[src/rtl/cqs_pkg.sv]
package cqs_pkg;

  // Fixed field widths
  localparam int ITEM_W = 32;
  localparam int ACT_W  = 3;
  localparam int CAP_W  = 5;
  localparam int STAT_W = 2;

  // Defaults for the top-level parameters
  localparam int DEF_MAX_DEPTH  = 16;
  localparam int DEF_DATA_WIDTH = 32;
  localparam int CAP_RESET      = 16;
  localparam int CAP_FLOOR      = 2;

  // Stream packing
  localparam int IN_FIELDS_W  = ACT_W + ITEM_W;
  localparam int IN_TDATA_W   = ((IN_FIELDS_W + 7) / 8) * 8;
  localparam int OUT_FIELDS_W = ITEM_W + 1 + STAT_W + 1 + 1;
  localparam int OUT_TDATA_W  = ((OUT_FIELDS_W + 7) / 8) * 8;
  localparam int OUT_PAD_W    = OUT_TDATA_W - OUT_FIELDS_W;

  // Result bit positions in out_tdata
  localparam int O_FOUND_BIT = ITEM_W;
  localparam int O_STAT_LSB  = ITEM_W + 1;
  localparam int O_EMPTY_BIT = O_STAT_LSB + STAT_W;
  localparam int O_FULL_BIT  = O_EMPTY_BIT + 1;

  // Action codes
  localparam logic [ACT_W-1:0] ACT_ENQUEUE = 3'd0;
  localparam logic [ACT_W-1:0] ACT_DEQUEUE = 3'd1;
  localparam logic [ACT_W-1:0] ACT_PEEK    = 3'd2;
  localparam logic [ACT_W-1:0] ACT_CLEAR   = 3'd3;
  localparam logic [ACT_W-1:0] ACT_SEARCH  = 3'd4;

  // Status codes
  localparam logic [STAT_W-1:0] STAT_OK    = 2'd0;
  localparam logic [STAT_W-1:0] STAT_FULL  = 2'd1;
  localparam logic [STAT_W-1:0] STAT_EMPTY = 2'd2;

  typedef struct packed {
    logic              found;
    logic [STAT_W-1:0] status;
    logic              is_empty;
    logic              is_full;
  } cqs_flags_t;

endpackage

[src/rtl/cqs_seq.sv]
module cqs_seq import cqs_pkg::*; #(
  parameter int MAX_DEPTH  = DEF_MAX_DEPTH,
  parameter int DATA_WIDTH = DEF_DATA_WIDTH
) (
  input  logic              clk,
  input  logic              rst_n,
  input  logic [CAP_W-1:0]  cap_i,
  input  logic              cfg_clr_i,
  input  logic              in_valid_i,
  output logic              in_ready_o,
  input  logic [ACT_W-1:0]  in_action_i,
  input  logic [ITEM_W-1:0] in_item_i,
  output logic              res_valid_o,
  input  logic              res_ready_i,
  output logic [ITEM_W-1:0] res_value_o,
  output cqs_flags_t        res_flags_o
);

  localparam int IDX_W = (MAX_DEPTH > 1) ? $clog2(MAX_DEPTH) : 1;
  localparam int CMP_W = ((IDX_W + 1) > CAP_W) ? (IDX_W + 1) : CAP_W;

  typedef enum logic [4:0] {
    S_IDLE   = 5'b00001,
    S_OP     = 5'b00010,
    S_RDWAIT = 5'b00100,
    S_SCAN   = 5'b01000,
    S_DONE   = 5'b10000
  } cqs_state_t;

  // Ring increment, wraps at the capacity in use
  function automatic logic [IDX_W-1:0] ring_next(input logic [IDX_W-1:0] idx,
                                                 input logic [CAP_W-1:0] cap);
    logic [CMP_W-1:0] n;
    n = CMP_W'(idx) + CMP_W'(1);
    return (n >= CMP_W'(cap)) ? '0 : IDX_W'(n);
  endfunction

  cqs_state_t            state_r, state_nxt;
  logic [IDX_W-1:0]      head_r, head_nxt;
  logic [IDX_W-1:0]      tail_r, tail_nxt;
  logic [IDX_W-1:0]      ptr_r, ptr_nxt;
  logic [ACT_W-1:0]      action_r, action_nxt;
  logic [DATA_WIDTH-1:0] item_r, item_nxt;
  logic [ITEM_W-1:0]     rd_value_r, rd_value_nxt;
  logic                  found_r, found_nxt;
  logic [STAT_W-1:0]     status_r, status_nxt;

  logic [DATA_WIDTH-1:0] entry_store_r [MAX_DEPTH];
  logic [DATA_WIDTH-1:0] rdata_r;
  logic                  mem_we;
  logic                  mem_re;
  logic [IDX_W-1:0]      rd_addr;

  // Shared pointer incrementer
  logic [IDX_W-1:0]      inc_in;
  logic [IDX_W-1:0]      inc_out;

  logic                  empty_w;
  logic                  full_w;

  assign inc_out = ring_next(inc_in, cap_i);
  assign empty_w = (head_r == tail_r);
  assign full_w  = (ring_next(tail_r, cap_i) == head_r);

  always_comb begin
    state_nxt    = state_r;
    head_nxt     = head_r;
    tail_nxt     = tail_r;
    ptr_nxt      = ptr_r;
    action_nxt   = action_r;
    item_nxt     = item_r;
    rd_value_nxt = rd_value_r;
    found_nxt    = found_r;
    status_nxt   = status_r;
    mem_we       = 1'b0;
    mem_re       = 1'b0;
    rd_addr      = head_r;
    inc_in       = ptr_r;

    case (state_r)
      S_IDLE: begin
        if (in_valid_i) begin
          action_nxt   = in_action_i;
          item_nxt     = DATA_WIDTH'(in_item_i);
          rd_value_nxt = '0;
          found_nxt    = 1'b0;
          status_nxt   = STAT_OK;
          state_nxt    = S_OP;
        end
      end
      S_OP: begin
        state_nxt = S_DONE;
        case (action_r)
          ACT_ENQUEUE: begin
            inc_in = tail_r;
            if (full_w) begin
              status_nxt = STAT_FULL;
            end else begin
              mem_we   = 1'b1;
              tail_nxt = inc_out;
            end
          end
          ACT_DEQUEUE, ACT_PEEK: begin
            if (empty_w) begin
              status_nxt = STAT_EMPTY;
            end else begin
              mem_re    = 1'b1;
              state_nxt = S_RDWAIT;
            end
          end
          ACT_CLEAR: begin
            head_nxt = '0;
            tail_nxt = '0;
          end
          ACT_SEARCH: begin
            if (!empty_w) begin
              mem_re    = 1'b1;
              ptr_nxt   = head_r;
              state_nxt = S_SCAN;
            end
          end
          default: begin
          end
        endcase
      end
      S_RDWAIT: begin
        inc_in       = head_r;
        rd_value_nxt = ITEM_W'(rdata_r);
        if (action_r == ACT_DEQUEUE) begin
          head_nxt = inc_out;
        end
        state_nxt = S_DONE;
      end
      S_SCAN: begin
        // rdata_r holds the entry at ptr_r
        inc_in = ptr_r;
        if (rdata_r == item_r) begin
          found_nxt = 1'b1;
          state_nxt = S_DONE;
        end else if (inc_out == tail_r) begin
          state_nxt = S_DONE;
        end else begin
          ptr_nxt = inc_out;
          mem_re  = 1'b1;
          rd_addr = inc_out;
        end
      end
      S_DONE: begin
        if (res_ready_i) begin
          state_nxt = S_IDLE;
        end
      end
      default: begin
        state_nxt = S_IDLE;
      end
    endcase

    if (cfg_clr_i) begin
      head_nxt = '0;
      tail_nxt = '0;
    end
  end

  always_ff @(posedge clk) begin
    if (!rst_n) begin
      state_r <= S_IDLE;
      head_r  <= '0;
      tail_r  <= '0;
    end else begin
      state_r <= state_nxt;
      head_r  <= head_nxt;
      tail_r  <= tail_nxt;
    end
  end

  always_ff @(posedge clk) begin
    ptr_r      <= ptr_nxt;
    action_r   <= action_nxt;
    item_r     <= item_nxt;
    rd_value_r <= rd_value_nxt;
    found_r    <= found_nxt;
    status_r   <= status_nxt;
  end

  // Entry memory: one write, one registered read
  always_ff @(posedge clk) begin
    if (mem_we) begin
      entry_store_r[tail_r] <= item_r;
    end
    if (mem_re) begin
      rdata_r <= entry_store_r[rd_addr];
    end
  end

  assign in_ready_o           = (state_r == S_IDLE);
  assign res_valid_o          = (state_r == S_DONE);
  assign res_value_o          = rd_value_r;
  assign res_flags_o.found    = found_r;
  assign res_flags_o.status   = status_r;
  assign res_flags_o.is_empty = empty_w;
  assign res_flags_o.is_full  = full_w;

endmodule

[src/rtl/circular_queue_with_search_core.sv]
// Requests are taken one at a time: in_tready is high only while the sequencer is idle, and a
//   new request is accepted once the previous result has moved into the output register.
// A search walks the ring one entry per cycle through the entry memory and one shared
//   comparator, from head up to tail or the first match.
// Reset (rst_n low, synchronous): queue empty, capacity = min(16, MAX_DEPTH),
//   no result pending. Entry contents are not cleared; no clearing pass.
module circular_queue_with_search_core import cqs_pkg::*; #(
  parameter int MAX_DEPTH  = DEF_MAX_DEPTH,
  parameter int DATA_WIDTH = DEF_DATA_WIDTH
) (
  input  logic                   clk,
  input  logic                   rst_n,
  // Request stream
  input  logic                   in_tvalid,
  output logic                   in_tready,
  input  logic [IN_TDATA_W-1:0]  in_tdata,   // action[2:0], item_value[34:3], zero pad
  // Result stream
  output logic                   out_tvalid,
  input  logic                   out_tready,
  output logic [OUT_TDATA_W-1:0] out_tdata,  // read_value[31:0], found[32], status[34:33],
                                             // is_empty[35], is_full[36], zero pad
  // Capacity register
  input  logic                   cfg_wr_en,
  input  logic [CAP_W-1:0]       cfg_wr_data
);

  // Largest capacity the 5-bit register can hold, clipped to the ring size
  localparam int CAP_TOP    = (1 << CAP_W) - 1;
  localparam int CAP_HI_INT = (MAX_DEPTH > CAP_TOP) ? CAP_TOP : MAX_DEPTH;
  localparam int CAP_RS_INT = (CAP_RESET > CAP_HI_INT) ? CAP_HI_INT : CAP_RESET;
  localparam logic [CAP_W-1:0] CAP_HI  = CAP_W'(CAP_HI_INT);
  localparam logic [CAP_W-1:0] CAP_LO  = CAP_W'(CAP_FLOOR);
  localparam logic [CAP_W-1:0] CAP_RST = CAP_W'(CAP_RS_INT);

  logic [CAP_W-1:0]       cap_r, cap_nxt;
  logic                   out_tvalid_r, out_tvalid_nxt;
  logic [OUT_TDATA_W-1:0] out_tdata_r;

  logic                   res_valid;
  logic                   res_ready;
  logic [ITEM_W-1:0]      res_value;
  cqs_flags_t             res_flags;
  logic                   res_load;

  // Capacity write: saturate into [2, min(MAX_DEPTH, 31)]; the sequencer empties the
  // queue on the same edge.
  always_comb begin
    cap_nxt = cap_r;
    if (cfg_wr_en) begin
      if (cfg_wr_data < CAP_LO) begin
        cap_nxt = CAP_LO;
      end else if (cfg_wr_data > CAP_HI) begin
        cap_nxt = CAP_HI;
      end else begin
        cap_nxt = cfg_wr_data;
      end
    end
  end

  cqs_seq #(
    .MAX_DEPTH  (MAX_DEPTH),
    .DATA_WIDTH (DATA_WIDTH)
  ) u_seq (
    .clk         (clk),
    .rst_n       (rst_n),
    .cap_i       (cap_r),
    .cfg_clr_i   (cfg_wr_en),
    .in_valid_i  (in_tvalid),
    .in_ready_o  (in_tready),
    .in_action_i (in_tdata[ACT_W-1:0]),
    .in_item_i   (in_tdata[ACT_W +: ITEM_W]),
    .res_valid_o (res_valid),
    .res_ready_i (res_ready),
    .res_value_o (res_value),
    .res_flags_o (res_flags)
  );

  // Output register: a finished result waits here so the sequencer can take
  // the next request.
  assign res_ready = !out_tvalid_r || out_tready;
  assign res_load  = res_valid && res_ready;

  always_comb begin
    out_tvalid_nxt = out_tvalid_r;
    if (res_load) begin
      out_tvalid_nxt = 1'b1;
    end else if (out_tready) begin
      out_tvalid_nxt = 1'b0;
    end
  end

  always_ff @(posedge clk) begin
    if (!rst_n) begin
      cap_r        <= CAP_RST;
      out_tvalid_r <= 1'b0;
    end else begin
      cap_r        <= cap_nxt;
      out_tvalid_r <= out_tvalid_nxt;
    end
  end

  always_ff @(posedge clk) begin
    if (res_load) begin
      out_tdata_r <= {{OUT_PAD_W{1'b0}}, res_flags.is_full, res_flags.is_empty,
                      res_flags.status, res_flags.found, res_value};
    end
  end

  assign out_tvalid = out_tvalid_r;
  assign out_tdata  = out_tdata_r;

endmodule

[config.mk]
export PLATFORM = sky130hd
export DESIGN_NAME = circular_queue_with_search_core
export DESIGN_NICKNAME = d
export VERILOG_FILES = /design/src/rtl/cqs_pkg.sv /design/src/rtl/cqs_seq.sv /design/src/rtl/circular_queue_with_search_core.sv
export SDC_FILE = /design/constraint.sdc
export NUM_CORES = 1
export LEC_CHECK = 0
export ABC_AREA = 1
export ABC_CLOCK_PERIOD_IN_PS = 8280
export BUFFER_PORTS_ARGS = -buffer_cell sky130_fd_sc_hd__buf_4
export CAP_MARGIN = 40
export CORE_AREA = 4 4 221 223
export DETAILED_ROUTE_END_ITERATION = 10
export DIE_AREA = 0 0 225 227
export GPL_ROUTABILITY_DRIVEN = 0
export PLACE_DENSITY_LB_ADDON = 0.05
export REMOVE_ABC_BUFFERS = 1
export SLEW_MARGIN = 0
export SYNTH_ARGS = -nofsm -noshare
export SYNTH_HDL_FRONTEND = slang
export SYNTH_SLANG_ARGS = --single-unit
[constraint.sdc]
create_clock -name clk -period 8.28 [get_ports clk]
set_input_delay 0.414 -clock clk [delete_from_list [all_inputs] [get_ports clk]]
set_output_delay 0.414 -clock clk [all_outputs]
set_load 0.02 [all_outputs]
; ---- Yosys cells after proc, flatten, opt, wreduce, memory -nomap -nowiden
; Memories as Yosys holds them, arrays and structs flattened. A register that Yosys moved wholly into a read port is not among the register bits.
; Cells that the tools add are included.
; Widths: inputs -> output; s select.
[word_totals]
register_bits = 130
ram_bits = 512
in_bits = 50
output_inout_bits = 42
word_cells = 118
n_memories = 1
[memory_table]
columns = name, depth, width, rd, rd_ports_with_merged_regs, wr, line
row1 = u_seq.entry_store_r, 16, 32, 1, 1, 1, cqs_seq.sv:48  ; logic [DATA_WIDTH-1:0] entry_store_r [MAX_DEPTH];
[classes]
add_sub_neg = 2
magnitude_cmp = 4
n_eq_ne = 27
mux = 49
bitwise = 1
n_reduce_logical = 22
[op_table]
columns = operator, n
row1 = $pmux 32 s2, 1
row2 = $mux 4, 13
row3 = $mux 5, 8
row4 = $eq 32x32->1, 1
row5 = $mux 32, 1
row6 = $pmux 4 s2, 4
row7 = $pmux 5 s5, 1
row8 = $reduce_bool 2->1, 7
row9 = $mux 1, 13
row10 = $eq 4x4->1, 3
row11 = $ne 2x2->1 const B, 6
row12 = $reduce_and 3->1, 4
row13 = $add 4x1->5 const B, 2
row14 = $ge 5x5->1, 2
row15 = $pmux 5 s2, 1
row16 = $reduce_and 5->1, 2
row17 = $ne 2x1->1 const B, 4
row18 = $pmux 2 s2, 2
row19 = $eq 3x2->1 const B, 2
row20 = $mux 2, 3
row21 = $ne 3x2->1 const B, 2
row22 = $eq 5x1->1 const B, 1
row23 = $eq 5x2->1 const B, 1
row24 = $eq 5x3->1 const B, 1
row25 = other kinds (17), 20

; ---- Depth between registers and ports, before layout
[depth]
depth_word = 10
depth_mapped = 34
mapped_depth_nobuf = 32

; ---- Cells and area by module
; From an unflattened synthesis, not the netlist that was laid out.
[unflattened]
cells_unflattened = 2762
hier_area_um2 = 29480.8
[modules_own_cells]
columns = module, n_inst, cells_per_inst, area_each_um2, seq_area_each_um2
row1 = cqs_seq, 1, 2683, 28083.2, 18818.0
row2 = circular_queue_with_search_core, 1, 79, 1397.6, 1231.2

; ---- Least setup slack after synthesis
; No wires, ideal clock.
[synth_path]
kind = reg2reg
from = reg, netlist name u_seq.action_r[1]
to = reg u_seq.rd_value_r[0] (netlist: u_seq.res_value_o[0]) (enable)
t_arrival_ns = 5.863
t_required_ns = 7.890
setup_slack_ns = 2.028
stages_incl_launch_ff = 26
path_buffers = 0
period_less_slack_ns = 6.252
path_cell_list = edfxtp_1 nor2_2 nand2_1 nand3_1 nand2_2 nand2_1 nand2_2 ha_1 inv_1 nand3_1 nand2_1 inv_1 ha_1 nand2_1 inv_1 o21bai_1 nand3_1 nor2_1 nand2_1 xor2_1 nand4_1 o21bai_4 nand3_1 nor2_1 inv_1 nand2_1
[synth_lines]
columns = item, line
row1 = to (signal assigned), cqs_seq.sv:180  ; rd_value_r <= rd_value_nxt;
row2 = to (decl), cqs_seq.sv:44  ; logic [ITEM_W-1:0] rd_value_r, rd_value_nxt;

; ---- Worst setup path in the final report
[layout_path]
from = reg u_seq.state_r[1]
to = reg u_seq.rdata_r[25] (read register of u_seq.entry_store_r), data pin
[layout_via]
elab_chain_len = 9
word_cells_on_any_way = 14
cone_classes = add/sub (1) / order compare (1) / eq/ne (4) / mux (8)
[layout_rtl]
columns = item, line
row1 = from (decl), cqs_seq.sv:38  ; cqs_state_t state_r, state_nxt;
row2 = from (signal assigned), cqs_seq.sv:170  ; state_r <= state_nxt;
row3 = $eq 5x3->1 or $eq 5x2->1 (tied branches), cqs_seq.sv:80  ; case (state_r)
row4 = $pmux 4 s2, cqs_seq.sv:80
row5 = $add 4x1->5, cqs_seq.sv:34  ; n = CMP_W'(idx) + CMP_W'(1);
row6 = $ge 5x5->1, cqs_seq.sv:35  ; return (n >= CMP_W'(cap)) ? '0 : IDX_W'(n);
row7 = $mux 4, cqs_seq.sv:35
row8 = $eq 4x4->1, cqs_seq.sv:140  ; end else if (inc_out == tail_r) begin
row9 = $mux 1 or $mux 4 (tied branches), cqs_seq.sv:140
row10 = $mux 1 or $mux 4 (tied branches), cqs_seq.sv:137  ; if (rdata_r == item_r) begin
row11 = $pmux 1 s2 or $mux 4 (tied branches), cqs_seq.sv:80
row12 = to (decl), cqs_seq.sv:49  ; logic [DATA_WIDTH-1:0] rdata_r;
; Parallel ways exist; a longest one is shown, timed or not.
; A chain may end at the register's enable or synchronous reset.

==> impl_metrics.yaml <==
run_status:
  status: "finished clean"
floorplanning:
  pin_count: 92
  rows: 79
  die_w_um: 225
  start_util: 0.620
  core_area_um2: 46600
  die_y_um: 227
  dieArea_um2: 51100
setup_path:
  r2r_start: "u_seq.state_r[1]$_SDFFE_PN0P_"
  crit_slowest_cell: "nand2_8"
  critPathLaunch: "u_seq.state_r[1]$_SDFFE_PN0P_"
  crit_arrival_ns: 6.90
  cp-end-kind: "register"
  worst_setup_path_start_kind: "register"
  cp_num_buf_inv: 4
  worstPathRequired_ns: 8.61
  r2r_setup_slack_ns: 1.72
  slowest_delay_ns: 0.69
  crit_fanout: 113
  path_delay_family: "simple AND/OR/NAND/NOR gates"
  crit_type: "reg2reg"
clock_network:
  postCtsHoldBufs: 32
  clk_pin_slew_ns: 0.06
  clock-root-buffer: "clkbuf_16"
  post_cts_resize_count: 0
  cts_max_level: 3
  clk_latency_ns: 0.59
  cts_buffers: 68
  cts.sinks: 674
  postCtsSetupRepairBufs: 0
  cts_tree: "built"
  cts_buffer_depth: 3
finish:
  fin_cells: 3356
  fin_area_um2: 32700
  drive_gt1_frac: 0.0968
  fillers: 3277
  layout.nets: 2768
  area_delta_synth_final_pct: 13.1
  antennaDiodeCount: 0
synth:
  ys_types: 38
  yosysMostFrequentCell: "edfxtp_1"
  yosysWarnings: 0
  synth_compound_area_frac: 0.00862
  yosys_most_used_dff: "edfxtp_1"
  synthMuxAreaShare: 0
  synth_top_family_by_area: "simple AND/OR/NAND/NOR gates"
  synthXorXnorAreaFrac: 0.00970
  syn_area_um2: 28900
  synthArstFlopShare: 0
  synthAdderAreaFrac: 0.00650
  syn-instance-count: 2619
  yosysTopAreaCell: "edfxtp_1"
  synthSimpleGateAreaFrac: 0.209
  synth-edff-count: 655
  synth.top_cells.by_count: "655 x edfxtp_1, 622 x nand2_1, 601 x nand3_1"
  synth-seq-cells: 674
  synth.area.top_cells: "edfxtp_1 68%, nand3_1 10%, nand2_1 8.1%"
  yosysSeqAreaShare: 0.694
  synth_top_area_share: 0.681
  avgSynthCellArea_um2: 11.0
timing:
  final_max_slew_viol_count: 0
  skew_ns: 0.0211
  relSlewSlack: 0.220
  rsz0062_at_grt: "false"
  max_freq_mhz: 152
  tightest_slew_ns: 1.17
  hold_violations: 0
  setup_viol: 0
  finalCriticalPeriod_ns: 6.56
  layout_worst_path_cycle_share: 0.793
routing:
  via_count: 19300
  antenna_left: 0
  drt_iter0_markers: 2460
  vias_per_cell: 5.77
  dr.pass1.iters: 6
  wl_per_cell_um: 21.4
  drc: 0
  routed_wl_um: 71700
power:
  vdd_drop_max_mv: 0.309
  p_per_area_nw_per_um2: 230
  power_leakage_nw: 13.2
global_route:
  grt_overflow: 0
  grt_start_max_net_pins: 213
  track_usage: 0.281
  grt_pass1_vias: 18700
  antenna_found_initial: 0
  grt_pass1_wl_um: 108000
placement:
  dp_cells: 3208
  io_buffers: 83
  dpl.hpwl_um: 34600
  placed_cell_area_um2: 30100
hold_path:
  hp-class: "in2reg"
  hold_path_startpoint: "in_tdata[28]"
job:
  drv_cap: 0
[metal layers]
metal	track usage	up-vias	part of all wire
met5	0	-	0
met4	0.118	0	0.035
met3	0.0422	189	0.090
met2	0.463	956	0.48
met1	0.382	9215	0.39
li1	-	8988	-
[worst paths after layout]
| kind | end | cells after the start |
|---|---|---|
| setup reg to reg | u_seq.rdata_r[25]$_DFFE_PP_ | 31 |
| setup / recovery | u_seq.rdata_r[25]$_DFFE_PP_ | 31 |
| hold / removal | u_seq.item_r[25]$_DFFE_PP_ | 1 |
| hold reg to reg | out_tdata[33]$_DFFE_PP_ | 0 |
[cell usage in the layout, fill, tap and decap left out, types with 3 or more instances in the layout]
cell type,Yosys,routed
edfxtp_1,655,655
nand2_1,622,620
nand3_1,601,600
inv_1,344,343
buf_4,22,114
nor2_1,90,74
clkbuf_16,0,71
dlygate4sd3_1,0,32
xor2_1,21,21
a21oi_1,19,19
dfxtp_1,19,19
nor2_4,0,16
ha_1,15,15
nand4_1,13,13
clkinv_1,2,13
xnor2_1,11,11
bufinv_16,0,10
clkbuf_1,19,10
nand2_2,8,9
o21ai_0,11,9
clkinv_2,0,8
nor3_1,8,7
nor2_2,5,5
nor4_1,6,5
nor3b_1,4,4
buf_12,0,4
inv_2,4,3
nand3_2,3,3
conb_1,1,3
clkinvlp_4,0,3
buf_16,0,3
[area by class of cell]
cell class	instances	area, um2	share of cell area
Sequential cell	674	20000	0.614
Multi-Input combinational cell	1456	6950	0.213
Clock buffer	83	1840	0.0564
Timing Repair Buffer	153	1340	0.0410
Inverter	350	1320	0.0404
Tap cell	607	759	0.0232
Clock inverter	33	417	0.0128
[per-stage QoR]
stage                     TNS, ns  power [mW]  utilization  hold WS [ns]  setup slack [ns]
after global routing            0        7.74        0.702       0.00883              1.14
after detailed placement        0        4.45        0.646         0.405              1.81
after CTS                       0        7.54        0.702      0.000195              1.80
final                           0        7.51        0.702        0.0280              1.72
after floorplan            -45.09        4.26            -         0.400             -1.42
after global placement          0        4.42        0.644         0.401              1.95
[flip-flops by register name (all words and copies together), names as in the netlist]
signal,cells
u_seq.entry_store_r,512
out_tdata,37
u_seq.item_r,32
u_seq.rdata_r,32
u_seq.res_value_o,32
cap_r,5
u_seq.state_r,5
u_seq.head_r,4
u_seq.ptr_r,4
u_seq.tail_r,4
u_seq.action_r,3
u_seq.status_r,2
out_tvalid,1
u_seq.found_r,1
[worst register-to-register path, delay by kind of cell, from the launching register on]
family / cells / cell delay, ns
fa+ha+maj: 2 / 0.52
buf+inv: 4 / 0.68
simple gates: 24 / 4.68
compound gates: 1 / 0.11
flops: 1 / 0.35
[power by group]
group          switching (mW)  leakage (nW)  internal [mW]
Clock                    1.23          1.10           1.89
Combinational           0.180          5.96         0.0737
Sequential              0.163          6.10           3.97
[cell families after synthesis]
logic type                 count (synthesis)
and+or+nand+nor                         1365
DFF                                      674
buffers and inverters                    491
AOI/OAI and AO/OA                         41
xor gates and xnor gates                  32
adders and majority gates                 15
other                                      1
Note: power is estimated with default switching activity, not from simulation.
